--- config.mk ---
export PLATFORM = sky130hd
export DESIGN_NAME = pixel_channel_remap_alpha_blend_unit
export DESIGN_NICKNAME = d
export VERILOG_FILES = /design/src/design/pcrab_pkg.sv /design/src/design/pcrab_unpack.sv /design/src/design/pcrab_mix.sv /design/src/design/pcrab_pack.sv /design/src/design/pixel_channel_remap_alpha_blend_unit.sv
export VERILOG_INCLUDE_DIRS = /design/src /design/src/design
export SDC_FILE = /design/constraint.sdc
export NUM_CORES = 1
export LEC_CHECK = 0
export ABC_AREA = 1
export BUFFER_PORTS_ARGS = -buffer_cell sky130_fd_sc_hd__buf_2
export CAP_MARGIN = 15
export CORE_ASPECT_RATIO = 2
export CORE_UTILIZATION = 30
export CTS_CLUSTER_DIAMETER = 80
export CTS_CLUSTER_SIZE = 20
export DETAILED_ROUTE_END_ITERATION = 10
export SYNTH_ARGS = -nofsm -noshare
export SYNTH_HDL_FRONTEND = slang
export SYNTH_SLANG_ARGS = --single-unit
--- constraint.sdc ---
create_clock -name clk -period 6.35 [get_ports clk]
set_clock_uncertainty 0.05 [all_clocks]
set_input_delay 1.27 -clock clk [delete_from_list [all_inputs] [get_ports clk]]
set_output_delay 1.27 -clock clk [all_outputs]
set_load 0.1 [all_outputs]
--- src/design/pixel_channel_remap_alpha_blend_unit_assert.svh ---
// Assertion macros for the pixel remap and blend RTL.
// Included by modules that check their own pipeline timing; no dependencies.
`ifndef PIXEL_CHANNEL_REMAP_ALPHA_BLEND_UNIT_ASSERT_SVH
`define PIXEL_CHANNEL_REMAP_ALPHA_BLEND_UNIT_ASSERT_SVH

// Antecedent implies consequent in the same cycle.
`define PCRAB_ASSERT_IMPLY(label, clk, rst_n, ante, cons) \
  label: assert property (@(posedge clk) disable iff (!rst_n) (ante) |-> (cons)) \
    else $error("pcrab: implication check failed");

// Antecedent implies consequent after the delay given by the dly argument.
`define PCRAB_ASSERT_DELAY(label, clk, rst_n, ante, dly, cons) \
  label: assert property (@(posedge clk) disable iff (!rst_n) (ante) |-> ##dly (cons)) \
    else $error("pcrab: latency check failed");

// Expression never holds out of reset.
`define PCRAB_ASSERT_NEVER(label, clk, rst_n, expr) \
  label: assert property (@(posedge clk) disable iff (!rst_n) !(expr)) \
    else $error("pcrab: forbidden condition seen");

`endif

--- src/design/pcrab_pkg.sv ---
// Shared types, register indexes and byte helpers for the pixel remap/blend unit.
// No dependencies.
package pcrab_pkg;

  localparam int unsigned PIX_W   = 32;
  localparam int unsigned BYTE_W  = 8;
  localparam int unsigned NCHAN   = 4;
  localparam int unsigned PROD_W  = 17;

  // channel slots in a channel array
  localparam logic [1:0] CH_R = 2'd0;
  localparam logic [1:0] CH_G = 2'd1;
  localparam logic [1:0] CH_B = 2'd2;
  localparam logic [1:0] CH_A = 2'd3;

  localparam logic [BYTE_W-1:0] ALPHA_OPAQUE = 8'hff;
  localparam logic [8:0]        ALPHA_ONE    = 9'd256;

  typedef enum logic [2:0] {
    REG_SRC_RED   = 3'd0,
    REG_SRC_GREEN = 3'd1,
    REG_SRC_BLUE  = 3'd2,
    REG_SRC_ALPHA = 3'd3,
    REG_DST_RED   = 3'd4,
    REG_DST_GREEN = 3'd5,
    REG_DST_BLUE  = 3'd6,
    REG_DST_ALPHA = 3'd7
  } reg_idx_t;

  typedef logic [NCHAN-1:0][BYTE_W-1:0] chan_t;

  typedef struct packed {
    logic [NCHAN-1:0][1:0] src_pos;
    logic [NCHAN-1:0][1:0] dst_pos;   // alpha slot holds the low bits of dst alpha
    logic                  dst_alpha_off;  // sign bit of the dst alpha position
  } cfg_t;

  function automatic logic [BYTE_W-1:0] take_byte(input logic [PIX_W-1:0] word,
                                                  input logic [1:0] pos);
    logic [PIX_W-1:0] sh;
    sh = word >> {pos, 3'b000};
    return sh[BYTE_W-1:0];
  endfunction

  function automatic logic [PIX_W-1:0] place_byte(input logic [BYTE_W-1:0] val,
                                                  input logic [1:0] pos);
    return {24'd0, val} << {pos, 3'b000};
  endfunction

endpackage

--- src/design/pcrab_unpack.sv ---
// Stage 1: pull channel bytes out of the source and destination words.
// Depends on pcrab_pkg.
module pcrab_unpack (
  input  logic                          clk,
  input  logic                          rst_n,
  input  pcrab_pkg::cfg_t               cfg,
  input  logic                          in_valid,
  input  logic [pcrab_pkg::PIX_W-1:0]   src_pixel,
  input  logic [pcrab_pkg::PIX_W-1:0]   dst_pixel,
  input  logic                          blend,
  output logic                          valid_r,
  output pcrab_pkg::chan_t              src_ch_r,
  output pcrab_pkg::chan_t              dst_ch_r,
  output logic                          blend_r
);
  import pcrab_pkg::*;

  chan_t src_ch_nxt;
  chan_t dst_ch_nxt;

  always_comb begin
    for (int i = 0; i < NCHAN; i++) begin
      src_ch_nxt[i] = take_byte(src_pixel, cfg.src_pos[i]);
      dst_ch_nxt[i] = take_byte(dst_pixel, cfg.dst_pos[i]);
    end
  end

  always_ff @(posedge clk) begin
    if (!rst_n) begin
      valid_r <= 1'b0;
    end else begin
      valid_r <= in_valid;
    end
  end

  always_ff @(posedge clk) begin
    src_ch_r <= src_ch_nxt;
    dst_ch_r <= dst_ch_nxt;
    blend_r  <= blend;
  end

endmodule

--- src/design/pcrab_mix.sv ---
// Stages 2 and 3: multiply by source alpha and its complement, then sum and scale.
// Depends on pcrab_pkg.
module pcrab_mix (
  input  logic              clk,
  input  logic              rst_n,
  input  logic              in_valid,
  input  pcrab_pkg::chan_t  src_ch,
  input  pcrab_pkg::chan_t  dst_ch,
  input  logic              blend,
  output logic              valid_r,
  output pcrab_pkg::chan_t  mix_ch_r
);
  import pcrab_pkg::*;

  logic [2:0][PROD_W-1:0] ps_nxt, ps_r;
  logic [2:0][PROD_W-1:0] pd_nxt, pd_r;
  chan_t                  src_r;
  logic                   blend_r;
  logic                   prod_valid_r;
  logic [8:0]             inv_a;
  logic [2:0][PROD_W-1:0] sum;
  chan_t                  mix_ch_nxt;

  assign inv_a = ALPHA_ONE - {1'b0, src_ch[CH_A]};

  always_comb begin
    for (int i = 0; i < 3; i++) begin
      ps_nxt[i] = {9'd0, src_ch[i]} * {9'd0, src_ch[CH_A]};
      pd_nxt[i] = {9'd0, dst_ch[i]} * {8'd0, inv_a};
    end
  end

  always_ff @(posedge clk) begin
    ps_r    <= ps_nxt;
    pd_r    <= pd_nxt;
    src_r   <= src_ch;
    blend_r <= blend;
  end

  // sum never exceeds 255*256, so bits 15:8 are the scaled channel
  always_comb begin
    for (int i = 0; i < 3; i++) begin
      sum[i]        = ps_r[i] + pd_r[i];
      mix_ch_nxt[i] = blend_r ? sum[i][15:8] : src_r[i];
    end
    mix_ch_nxt[CH_A] = blend_r ? ALPHA_OPAQUE : src_r[CH_A];
  end

  always_ff @(posedge clk) begin
    mix_ch_r <= mix_ch_nxt;
  end

  always_ff @(posedge clk) begin
    if (!rst_n) begin
      prod_valid_r <= 1'b0;
      valid_r      <= 1'b0;
    end else begin
      prod_valid_r <= in_valid;
      valid_r      <= prod_valid_r;
    end
  end

endmodule

--- src/design/pcrab_pack.sv ---
// Stage 4: place channel bytes at destination positions and sum into the word.
// Depends on pcrab_pkg.
module pcrab_pack (
  input  logic                         clk,
  input  logic                         rst_n,
  input  pcrab_pkg::cfg_t              cfg,
  input  logic                         in_valid,
  input  pcrab_pkg::chan_t             mix_ch,
  output logic                         valid_r,
  output logic [pcrab_pkg::PIX_W-1:0]  pixel_r
);
  import pcrab_pkg::*;

  logic [PIX_W-1:0] alpha_word;
  logic [PIX_W-1:0] pixel_nxt;

  // drop alpha when the destination alpha position is negative
  assign alpha_word = cfg.dst_alpha_off ? '0 : place_byte(mix_ch[CH_A], cfg.dst_pos[CH_A]);

  // shared positions add, carries ripple up and fall off the top byte
  assign pixel_nxt = place_byte(mix_ch[CH_R], cfg.dst_pos[CH_R])
                   + place_byte(mix_ch[CH_G], cfg.dst_pos[CH_G])
                   + place_byte(mix_ch[CH_B], cfg.dst_pos[CH_B])
                   + alpha_word;

  always_ff @(posedge clk) begin
    if (!rst_n) begin
      valid_r <= 1'b0;
    end else begin
      valid_r <= in_valid;
    end
  end

  always_ff @(posedge clk) begin
    pixel_r <= pixel_nxt;
  end

endmodule

--- src/design/pixel_channel_remap_alpha_blend_unit.sv ---
// Channel         | Ports                                        | Handshake
// input word      | in_src_pixel, in_dst_pixel, in_blend         | start, busy
// result word     | out_pixel                                    | out_valid strobe
// register write  | cfg_index, cfg_data                          | cfg_valid, cfg_ready
//
// One word enters per cycle; busy stays low. The register stages are unpack,
// multiply, sum/scale and pack (the 8x8 and 8x9 multipliers set the stage
// depth). out_valid marks each result for exactly one cycle.
// Synchronous active-low reset clears the stage valid bits and loads the
// default byte order (R0 G1 B2 A3 on both sides). Results cannot be stalled.
// Top level; needs pcrab_pkg, pcrab_unpack, pcrab_mix, pcrab_pack, assert header.
`include "pixel_channel_remap_alpha_blend_unit_assert.svh"
module pixel_channel_remap_alpha_blend_unit (
  input  logic                         clk,
  input  logic                         rst_n,
  input  logic                         start,
  output logic                         busy,
  input  logic [pcrab_pkg::PIX_W-1:0]  in_src_pixel,
  input  logic [pcrab_pkg::PIX_W-1:0]  in_dst_pixel,
  input  logic                         in_blend,
  output logic                         out_valid,
  output logic [pcrab_pkg::PIX_W-1:0]  out_pixel,
  input  logic                         cfg_valid,
  output logic                         cfg_ready,
  input  logic [2:0]                   cfg_index,
  input  logic [2:0]                   cfg_data
);
  import pcrab_pkg::*;

  cfg_t  cfg_r, cfg_nxt;
  logic  accept;
  logic  s1_valid, s3_valid;
  chan_t s1_src, s1_dst, s3_mix;
  logic  s1_blend;

  assign busy      = 1'b0;
  assign cfg_ready = 1'b1;
  assign accept    = start && !busy;

  always_comb begin
    cfg_nxt = cfg_r;
    if (cfg_valid && cfg_ready) begin
      unique case (reg_idx_t'(cfg_index))
        REG_SRC_RED:   cfg_nxt.src_pos[CH_R] = cfg_data[1:0];
        REG_SRC_GREEN: cfg_nxt.src_pos[CH_G] = cfg_data[1:0];
        REG_SRC_BLUE:  cfg_nxt.src_pos[CH_B] = cfg_data[1:0];
        REG_SRC_ALPHA: cfg_nxt.src_pos[CH_A] = cfg_data[1:0];
        REG_DST_RED:   cfg_nxt.dst_pos[CH_R] = cfg_data[1:0];
        REG_DST_GREEN: cfg_nxt.dst_pos[CH_G] = cfg_data[1:0];
        REG_DST_BLUE:  cfg_nxt.dst_pos[CH_B] = cfg_data[1:0];
        REG_DST_ALPHA: begin
          cfg_nxt.dst_pos[CH_A] = cfg_data[1:0];
          cfg_nxt.dst_alpha_off = cfg_data[2];
        end
        default: cfg_nxt = cfg_r;
      endcase
    end
  end

  always_ff @(posedge clk) begin
    if (!rst_n) begin
      cfg_r.src_pos       <= {CH_A, CH_B, CH_G, CH_R};
      cfg_r.dst_pos       <= {CH_A, CH_B, CH_G, CH_R};
      cfg_r.dst_alpha_off <= 1'b0;
    end else begin
      cfg_r <= cfg_nxt;
    end
  end

  pcrab_unpack u_unpack (
    .clk       (clk),
    .rst_n     (rst_n),
    .cfg       (cfg_r),
    .in_valid  (accept),
    .src_pixel (in_src_pixel),
    .dst_pixel (in_dst_pixel),
    .blend     (in_blend),
    .valid_r   (s1_valid),
    .src_ch_r  (s1_src),
    .dst_ch_r  (s1_dst),
    .blend_r   (s1_blend)
  );

  pcrab_mix u_mix (
    .clk      (clk),
    .rst_n    (rst_n),
    .in_valid (s1_valid),
    .src_ch   (s1_src),
    .dst_ch   (s1_dst),
    .blend    (s1_blend),
    .valid_r  (s3_valid),
    .mix_ch_r (s3_mix)
  );

  pcrab_pack u_pack (
    .clk      (clk),
    .rst_n    (rst_n),
    .cfg      (cfg_r),
    .in_valid (s3_valid),
    .mix_ch   (s3_mix),
    .valid_r  (out_valid),
    .pixel_r  (out_pixel)
  );

  `PCRAB_ASSERT_DELAY(a_accept_to_out, clk, rst_n, accept, 4, out_valid)
  `PCRAB_ASSERT_IMPLY(a_out_has_source, clk, rst_n, out_valid, $past(accept && rst_n, 4))
  `PCRAB_ASSERT_IMPLY(a_stage_order, clk, rst_n, s3_valid, $past(s1_valid, 2))
  `PCRAB_ASSERT_NEVER(a_never_busy, clk, rst_n, busy)

endmodule

# After elaboration in Yosys (flattened, before gate mapping)
# Index checks and enable logic that the tools add are counted.
dict set report totals {
  romBits 0
  regBits 271
  word_cells 81
  mem_bits_rw 0
  mem_count 0
  latch_bits 0
  output_inout_bits 35
  input_bits 75
}
dict set report classes {
  mux 4
  reduce_logical 9
  multipliers 6
  n_lt_le_gt_ge 0
  eq_ne 7
  shift 11
  bitwise 0
  add_sub_neg 7
  n_div 0
}
# op count
set op_table {}
lappend op_table {{$shr 32x5->8} 7}
lappend op_table {{$shl 8x5->32} 4}
lappend op_table {{$add 32x32->32} 3}
lappend op_table {{$add 16x16->16} 3}
lappend op_table {{$mul 8x8->16} 3}
lappend op_table {{$mul 8x9->16} 3}
lappend op_table {{$mux 32} 1}
lappend op_table {{$mux 8} 3}
lappend op_table {{$reduce_and 2->1} 8}
lappend op_table {{$eq 3x3->1 const B} 4}
lappend op_table {{$sub 9x8->9 const A} 1}
lappend op_table {{$eq 3x2->1 const B} 2}
lappend op_table {{$eq 3x1->1 const B} 1}
lappend op_table {{$logic_not 3->1} 1}

# Logic depth before layout (Yosys ltp)
# Gate-level depths: netlist of run 1.
dict set report depth {
  depth_word 4
  depth_mapped 26
  mapped_depth_nobuf 23
}

# Cells and area by module
# From an unflattened synthesis of run 1, not the netlist that was laid out.
dict set report hier_totals {
  cells_unflattened 4363
  area_unflattened_um2 29986.3
}
# module n_inst seq_area_each_um2 area_each_um2 cells_per_inst
set modules_own_cells {}
lappend modules_own_cells {pcrab_mix 1 3263.1 19827.8 2710}
lappend modules_own_cells {pcrab_pack 1 660.6 5630.4 912}
lappend modules_own_cells {pcrab_unpack 1 1321.3 3774.9 628}
lappend modules_own_cells {pixel_channel_remap_alpha_blend_unit 1 340.3 753.2 113}

# Worst setup path before layout of run 1
# No wires, ideal clock.
dict set report synth_timing {
  path_kind {register to register}
  start {register u_unpack.src_ch_r[24] (netlist bit)}
  end {register u_mix.pd_r[48] (netlist bit)}
  setup_ps 112
  arrival_ps 5082
  stages_incl_launch_ff 26
  t_required_ps 6188
  synth_period_minus_slack_ps 5244
  setup_slack_ps 1106
  n_path_buf 3
  path_cell_list {dfxtp_1 clkbuf_1 clkbuf_1 buf_1 inv_1 ha_1 nand2_1 or2_1 nand2_1 inv_1 nand2_1 fa_1 fa_1 inv_1 fa_1 inv_1 fa_1 inv_1 ha_1 a21oi_1 or2_2 nand3_1 a21oi_1 inv_1 nand2_1 nand2_1}
}
# item line_no
set synth_lines {}
lappend synth_lines {{start, declared} pcrab_unpack.sv:12} ;# output pcrab_pkg::chan_t src_ch_r,
lappend synth_lines {{start signal, assigned} pcrab_unpack.sv:37} ;# src_ch_r <= src_ch_nxt;
lappend synth_lines {{end signal, assigned} pcrab_mix.sv:35} ;# pd_r <= pd_nxt;
lappend synth_lines {{end, declared} pcrab_mix.sv:16} ;# logic [2:0][PROD_W-1:0] pd_nxt, pd_r;

==> results.ini, run 1 <==
[outcome]
status=finished, final reports clean

[floorplanning]
die_h_um=434
core_mm2=0.0927
initial_core_util_pct=30.2
die_area_mm2=0.0948
rows=158
die_x_um=218
io-pin-count=110

[global_route]
grt-ovfl-total=0
grt_pass1_vias=25700
antenna_found_initial=1
grt_max_degree=36
grtUsageTotal_pct=19.0
grt_pass1_wl_mm=138

[worst_hold_path]
whs_path_depth=0
min_to=u_mix.blend_r
min_from=u_unpack.blend_r
hold_class=reg2reg

[pwr]
swShare_pct=55.0
p_seq_share_pct=19.7
finalPower_uw=14500
p_leak_uw=0.0174
power_density_mw_per_mm2=477
combPwrFrac_pct=71.6
peakVddDrop_mv=0.308
power.share.clock_pct=8.7
p_int_uw=6510
p_switching_uw=7950

[detailed_routing]
drt_first_pass_iters=5
drt-total-wl_mm=88.5
drcViolationCount=0
drtAntennaViolNets=0
drt_iter0_drc=1305
vias=24900
viasPerCell=4.80
wire_per_inst_um=17.1

[cts]
cts_setup_buffers=0
ctsHoldBuffers=0
cts_sinks=271
clock_path_buffers=3
clkLatencyLatePin_ns=0.57
tritoncts=yes
cts_buffers=19
path_clk_slew_ns=0.08
htreeDepth=1
cts_resized=0
cts-root-buf=clkbuf_16

[synth]
synth-main-ff-cell=dfxtp_1
synth_area_per_cell_um2=7.13
async_flop_share_pct=0
syn-cell-area_mm2=0.0280
synth-warning-count=0
syn_inst=3935
synth.net_count=4590
ys_seq_area_share_pct=19.3
ys_ff_latch=271
synth_cell_types=44
synth_edf_count=0

[worst_setup_path]
cpPeakStageDelay_ns=0.56
reg2reg_to=u_mix.pd_r[15]
r2r_start=u_unpack.src_ch_r[24]
r2r_cells=19
crit_required_ns=6.75
path_class=reg2reg
cp_slowest_cell=dfxtp_2
crit_chain=inv_1, ha_1, xnor2_1, inv_1, buf_4, nor2_1, fa_1, fa_1, inv_1, fa_1, fa_1, inv_1, ha_1, nand2_1, o21ai_0, and3_1, nor2_1, nand2_1, nand2_1
cp-end-kind=register
cp_num_buf_inv=5
cp-start-kind=register
reg2reg_slack_ns=1.05
cpLargestDelayFamily=adder cells
worstPathArrival_ns=5.70
critPathMaxFanout=18

[layout]
drive_gt1_share_pct=4.58
final_cell_mix=nand2_1 (1000), inv_1 (844), nor2_1 (382), fa_1 (293), ha_1 (287)
fillers=9925
fin_nets=4626
final_common_cell=nand2_1
finalNonFillerCells=5179
syn_to_final_growth_pct=8.10

[sta]
tightest_slew_ns=0.949
rsz0062_at_grt=no
fmax_mhz=189
relSlewSlack_pct=36.7
hold_violations=0
fin_crit_sh_pct=83.5
slew_violations=0
finalSetupTns_ns=0
period_minus_slack_ns=5.30
whs_ns=0.283
setup_ws_ns=1.05
setup_viol=0

[run]
maxCapViolCount=0

[placement]
dp_cells=5150
gp_congestion=0.923
port_buffers=107
pre_cts_ws_ns=1.11
hpwl_mm=73.9

## per-layer routing
layer | GRT usage, % | wire length (µm) | share of wire, % | vias up
li1 | - | - | - | 12000
met1 | 18.4 | 30100 | 34 | 11800
met2 | 37.0 | 47700 | 54 | 803
met3 | 1.53 | 3570 | 4.0 | 268
met4 | 13.8 | 7060 | 8.0 | 0
met5 | 0 | 0 | 0 | -
## state kept, by name (all words and copies together) (netlist names)
signal and flops:
cfg_r 17, u_mix.src_r 32, u_mix.pd_r 48, u_unpack.valid_r 1, u_unpack.dst_ch_r 24, u_mix.valid_r 1, u_pack.pixel_r 32, u_mix.prod_valid_r 1
u_unpack.blend_r 1, u_mix.ps_r 48, u_pack.valid_r 1, u_mix.mix_ch_r 32, u_unpack.src_ch_r 32, u_mix.blend_r 1
## synthesized netlist by cell type, types with 6 or more instances
library cell	instances	area share, %
nand2_1	1000	13
inv_1	844	11
nor2_1	382	5.1
fa_1	293	21
ha_1	287	13
dfxtp_1	271	19
nand3_1	213	3.8
o21ai_0	144	2.6
a21oi_1	110	2.0
clkbuf_1	74	0.99
xor2_1	60	1.9
o22ai_1	56	1.2
nor3_1	30	0.54
xnor2_1	21	0.66
nand4_1	19	0.42
buf_2	15	0.27
buf_1	13	0.17
or2_2	13	0.29
o21bai_1	12	0.32
nand3b_1	8	0.21
and2_1	7	0.16
clkbuf_2	7	0.12
o211ai_1	6	0.16
o21a_1	6	0.16
o221ai_1	6	0.19
## cell families (layout without fill, tap and decap cells)
kind of cell / count (synthesis) / count (layout) / share of synthesized area, %
DFF: 271 / 271 / 19.3
other: 2 / 4 / 0.0268
adders and majority gates: 580 / 580 / 33.7
and+or+nand+nor: 1684 / 1684 / 24.3
AOI/OAI and AO/OA: 352 / 352 / 6.93
xor gates and xnor gates: 81 / 81 / 2.53
buffers and inverters: 965 / 1007 / 13.2
## cell type report
class,count,area [µm²],share of cell area [%]
multi-input cells,2699,18900,62.4
well taps,1200,1500,4.95
diodes,2,5.00,0.0165
repair buffers,130,708,2.34
clock buffers,20,479,1.58
clock inverters,7,72.6,0.239
flip-flops and latches,271,5430,17.9
inverters,850,3190,10.5
## worst register-to-register path: cells and delay by family (launching register included)
kind	cells	cell delay, ns
XOR/XNOR	1	0.20
flip-flops	1	0.56
AO/OA/AOI/OAI	1	0.32
buffers and inverters	5	1.00
AND/OR/NAND/NOR	6	0.56
adder cells (fa/ha/maj)	6	2.52
## worst max path at each step
stage	start	endpoint	slack [ns]	cells past startpoint
2_1_floorplan	u_unpack.src_ch_r[24]	u_mix.pd_r[48]	1.11	25
3_3_place_gp	u_unpack.src_ch_r[24]	u_mix.pd_r[15]	1.18	19
3_5_place_dp	u_unpack.src_ch_r[24]	u_mix.pd_r[15]	1.11	19
4_1_cts	u_unpack.src_ch_r[24]	u_mix.pd_r[15]	1.07	19
5_1_grt	u_unpack.src_ch_r[24]	u_mix.pd_r[15]	0.73	19
6_report	u_unpack.src_ch_r[24]	u_mix.pd_r[15]	1.05	19
## power by group through the flow
stage / registers, µW / clock network [µW] / logic (µW)
finish: 2860 / 1260 / 10300
global route: 2880 / 1350 / 11800
CTS: 2850 / 1300 / 10400
detailed placement: 2880 / 0 / 10400
global placement: 2890 / 0 / 10300
floorplan: 3250 / 0 / 7070
## metrics by stage
step | area [µm²] | util (%)
after global placement | 29800 | 32.1
after floorplan | 28000 | -
after CTS | 30300 | 32.7
final | 30300 | 32.7
after detailed placement | 29800 | 32.1
after global routing | 30300 | 32.7
Power figures use the tool's default switching activity.
==> run 2, diff against run 1 <==
- clock period: 6.35 -> 4.99 ns (I/O delays scaled with it)
==> run 2 against run 1 <==
Via count increased by 0.27%. Fmax rose by 12%. Non-clock buffer count rose by 23. Routed wire length grew 0.18%. Combinational power increased by 31%. Global-route usage about the same. Critical path depth rose by 1. Cell count grew 0.48%. Highest routed layer is now met5.
==> results.ini, run 2 (synthesis gave the netlist of run 1 again) <==
[outcome]
status=finished, final reports clean

[cts]
tritoncts=yes
htreeDepth=1
cts_buffers=19
cts_setup_buffers=0
clkLatencyLatePin_ns=0.57
path_clk_slew_ns=0.09
cts_sinks=271
clock_path_buffers=3
cts-root-buf=clkbuf_16

[sta]
slew_violations=0
fin_crit_sh_pct=95.2
fmax_mhz=211
setup_ws_ns=0.240
hold_violations=0
period_minus_slack_ns=4.75
rsz0062_at_grt=yes
whs_ns=0.304
tightest_slew_ns=0.952
relSlewSlack_pct=36.1
setup_viol=0

[pwr]
power_density_mw_per_mm2=614
p_leak_uw=0.0175
peakVddDrop_mv=0.399

[global_route]
grt-ovfl-total=0
grtUsageTotal_pct=19.0
grt_pass1_vias=26100
grt_pass1_wl_mm=139
grt_max_degree=50
antenna_found_initial=2

[worst_hold_path]
hold_class=reg2reg

[layout]
final_cell_mix=nand2_1 (1000), inv_1 (842), nor2_1 (382), fa_1 (293), ha_1 (280)
fin_util_pct=33.0
design_area_mm2=0.0306
fin_nets=4649
reg.largest.list=u_mix.pd_r: 48 flops, u_mix.ps_r: 48 flops
drive_gt1_share_pct=5.45
fillers=9924
syn_to_final_growth_pct=9.19
final_common_cell=nand2_1

[worst_setup_path]
path_class=reg2reg
cp-end-kind=register
cp-start-kind=register
critPathMaxFanout=11
crit_required_ns=5.40
worstPathArrival_ns=5.16

[detailed_routing]
drt_first_pass_iters=5
vias=24900
drcViolationCount=0
drt_iter0_drc=1392
viasPerCell=4.79
wire_per_inst_um=17.0
drtAntennaViolNets=0
drt-total-wl_mm=88.7

[floorplanning]
io-pin-count=110
rows=158
die_x_um=218
die_h_um=434
initial_core_util_pct=30.2
die_area_mm2=0.0948
core_mm2=0.0927

[placement]
hpwl_mm=73.8
port_buffers=107
gp_congestion=0.931
pre_cts_ws_ns=0.0934
placed_area_mm2=0.0299

[run]
maxCapViolCount=0

==> run 2: power breakdown <==
group	internal (µW)	switching [µW]	leakage [µW]
clock network	782	874	0.000286
registers	2970	697	0.00228
logic	4860	8600	0.0149
total	8610	10200	0.0175
==> run 2: path summary, 6_finish.rpt <==
kind                            cells past startpoint  slack (ns)             startpoint        endpoint
worst max register to register                     20        0.24  u_unpack.src_ch_r[25]  u_mix.pd_r[46]
worst min register to register                      0        0.30       u_unpack.blend_r   u_mix.blend_r
worst min-delay path                                0        0.30       u_unpack.blend_r   u_mix.blend_r
worst max-delay path                               20        0.24  u_unpack.src_ch_r[25]  u_mix.pd_r[46]
==> run 2: area by class of cell <==
cell class | instances | area [µm²] | share of cell area (%)
multi-input combinational | 2699 | 19000 | 62.1
clock buffer | 22 | 497 | 1.62
inverter | 850 | 3190 | 10.4
clock inverter | 8 | 93.8 | 0.307
timing repair buffer | 153 | 897 | 2.93
sequential | 271 | 5430 | 17.7
tap | 1200 | 1500 | 4.90
antenna | 1 | 2.50 | 0.00817
==> run 2: through the flow <==
step	setup TNS, ns	power, µW	instances
final	0	18800	5204
after global routing	-0.0120	20800	5203
after CTS	0	18800	5203
after detailed placement	0	17000	5173
after global placement	0	16900	5173
after floorplan	0	13100	3935
==> run 2: worst max-delay path, cell delays in order, from the launching register on <==
cell	delay (ns)
dfxtp_2	0.36
inv_1	0.06
ha_2	0.19
nand2_1	0.10
or2_1	0.25
nand2_1	0.17
buf_6	0.19
nor2_1	0.08
fa_1	0.57
fa_1	0.44
fa_1	0.51
inv_1	0.06
fa_1	0.48
inv_1	0.04
ha_1	0.35
nand2_1	0.09
or2_2	0.29
nand3_1	0.13
nand2_1	0.09
nand4_1	0.08
nand2_1	0.06
==> run 2: what timing repair did <==
item	in CTS	in global routing
setup endpoints to repair	0	19
hold buffers	0	0
resized for setup	0	15
==> run 2: metal layers <==
layer	GRT usage [%]	vias up	share of wire (%)
met1	18.3	11800	34
met5	0	-	0.014
met4	12.7	2	7.4
met3	1.94	276	4.3
met2	37.3	796	54
li1	-	12000	-
==> run 3, diff against run 2 <==
- PLACE_DENSITY: unset -> 0.51
==> run 3 against run 2 <==
First-iteration DRC count fell by 17%. Utilization rose by 0.078 points. Sequential share of layout area barely moved. Non-clock buffer count rose by 20. Die area did not move. Cell area rose by 0.24%. Routed wire length rose by 7.9%. Worst setup slack got worse by 0.031 ns. Hold slack got worse by 0.0030 ns.
==> results.ini, run 3 (synthesis gave the netlist of run 1 again) <==
[sta]
fmax_mhz=209
setup_viol=0
fin_crit_sh_pct=95.8
tightest_slew_ns=0.963
relSlewSlack_pct=35.7
setup_ws_ns=0.209
period_minus_slack_ns=4.78
whs_ns=0.301
hold_violations=0
slew_violations=0

[global_route]
grt_pass1_vias=26000
grtUsageTotal_pct=20.5
grt_pass1_wl_mm=146
grt_use_met2_pct=40.1
antenna_found_initial=3
grt_max_degree=35
gr-usage-met3_pct=1.50
grt-ovfl-total=0
grt_use_met1_pct=19.5
grt_busiest_layer=met2

[layout]
fillers=10000
reg.largest.list=u_mix.pd_r: 48 flops, u_mix.ps_r: 48 flops
drive_gt1_share_pct=5.82
regArea_mm2=0.00543
fin_nets=4669
final_common_cell=nand2_1
multi_input_area_mm2=0.0189
final_cell_mix=nand2_1 (999), inv_1 (843), nor2_1 (381), fa_1 (293), ha_1 (286)
syn_to_final_growth_pct=9.45

[cts]
clock_path_buffers=3
cts_setup_buffers=0
ctsHoldBuffers=0
clkLatencyLatePin_ns=0.57
cts_sinks=271
cts_buffers=19
cts-root-buf=clkbuf_16
htreeDepth=1
tritoncts=yes
path_clk_slew_ns=0.09

[placement]
hpwl_mm=80.6
gp_congestion=0.938
pre_cts_ws_ns=0.106
port_buffers=107

[worst_hold_path]
min_from=u_unpack.blend_r
hold_class=reg2reg
min_to=u_mix.blend_r
whs_path_depth=0

[worst_setup_path]
r2r_start=u_unpack.src_ch_r[24]
cp-start-kind=register
cp_slowest_cell=fa_1
cp-end-kind=register
path_class=reg2reg
reg2reg_slack_ns=0.21
reg2reg_to=u_mix.pd_r[46]
cpPeakStageDelay_ns=0.50
crit_chain=inv_1, ha_1, nand2_1, or2_1, o21ai_2, nand2_4, nor2_1, fa_1, fa_1, fa_1, inv_1, fa_1, inv_1, ha_1, nand2_1, or2_2, nand3_1, nand2_1, nand4_1, nand2_1
crit_required_ns=5.41
worstPathArrival_ns=5.20
critPathMaxFanout=13
r2r_cells=20

[detailed_routing]
vias=24800
viasPerCell=4.74
drt-total-wl_mm=95.7
drt_iter0_drc=1161
drtAntennaViolNets=0
wire_per_inst_um=18.3
drcViolationCount=0
drt_first_pass_iters=6

[pwr]
peakVddDrop_mv=0.330
p_leak_uw=0.0176
power_density_mw_per_mm2=612

[floorplanning]
die_x_um=218
die_h_um=434
initial_core_util_pct=30.2
die_area_mm2=0.0948
io-pin-count=110
core_mm2=0.0927
rows=158

[run]
maxCapViolCount=0

[outcome]
status=finished, final reports clean

## run 3: worst max path at each step
stage / startpoint / slack (ns) / to
4_1_cts: u_unpack.src_ch_r[25] / 0.11 / u_mix.pd_r[48]
3_3_place_gp: u_unpack.src_ch_r[25] / 0.11 / u_mix.pd_r[48]
5_1_grt: u_unpack.src_ch_r[24] / -0.0003 / u_mix.pd_r[14]
3_5_place_dp: u_unpack.src_ch_r[25] / 0.11 / u_mix.pd_r[48]
6_report: u_unpack.src_ch_r[24] / 0.21 / u_mix.pd_r[46]
2_1_floorplan: u_unpack.src_ch_r[24] / 0.04 / u_mix.pd_r[48]
## run 3: stage by stage
| step | std cells | instance area, µm² | total power, µW | utilization (%) | setup TNS (ns) |
|---|---|---|---|---|---|
| after CTS | 5221 | 30700 | 19000 | 33.1 | 0 |
| after global placement | 5193 | 30100 | 17100 | 32.5 | 0 |
| after floorplan | 3935 | 28000 | 13100 | - | 0 |
| after global routing | 5222 | 30700 | 20700 | 33.1 | -0.000346 |
| after detailed placement | 5193 | 30100 | 17200 | 32.5 | 0 |
| final | 5222 | 30700 | 18800 | 33.1 | 0 |
## run 3: timing repair
action                     4_1_cts  5_1_grt
hold endpoints to repair         0        0
setup endpoints to repair        0       15
gates resized for setup          0       10
## run 3: worst max-delay path, delay by kind of cell, from the launching register on
family | cells | cell delay (ns)
buffers and inverters | 3 | 0.15
AOI/OAI and AO/OA | 1 | 0.16
DFF | 1 | 0.35
and+or+nand+nor | 10 | 1.55
adders and majority gates | 6 | 2.44
## run 3: cell type report
cell class | instances | share of cell area [%]
antenna | 1 | 0.00815
clock buffer | 20 | 1.56
clock inverter | 8 | 0.310
inverter | 850 | 10.4
multi-input combinational | 2699 | 61.7
sequential | 271 | 17.7
tap | 1200 | 4.89
timing repair buffer | 173 | 3.40
## run 3: where the power goes
| group | total, µW | switching (µW) | internal [µW] |
|---|---|---|---|
| sequential | 3570 | 598 | 2970 |
| clock | 1650 | 885 | 765 |
| combinational | 13600 | 8880 | 4680 |
## run 3: metal layers
metal	wire (µm)	part of all wire (%)
met3	2930	3.1
met1	32700	34
met2	52000	54
met4	8090	8.4
met5	0	0
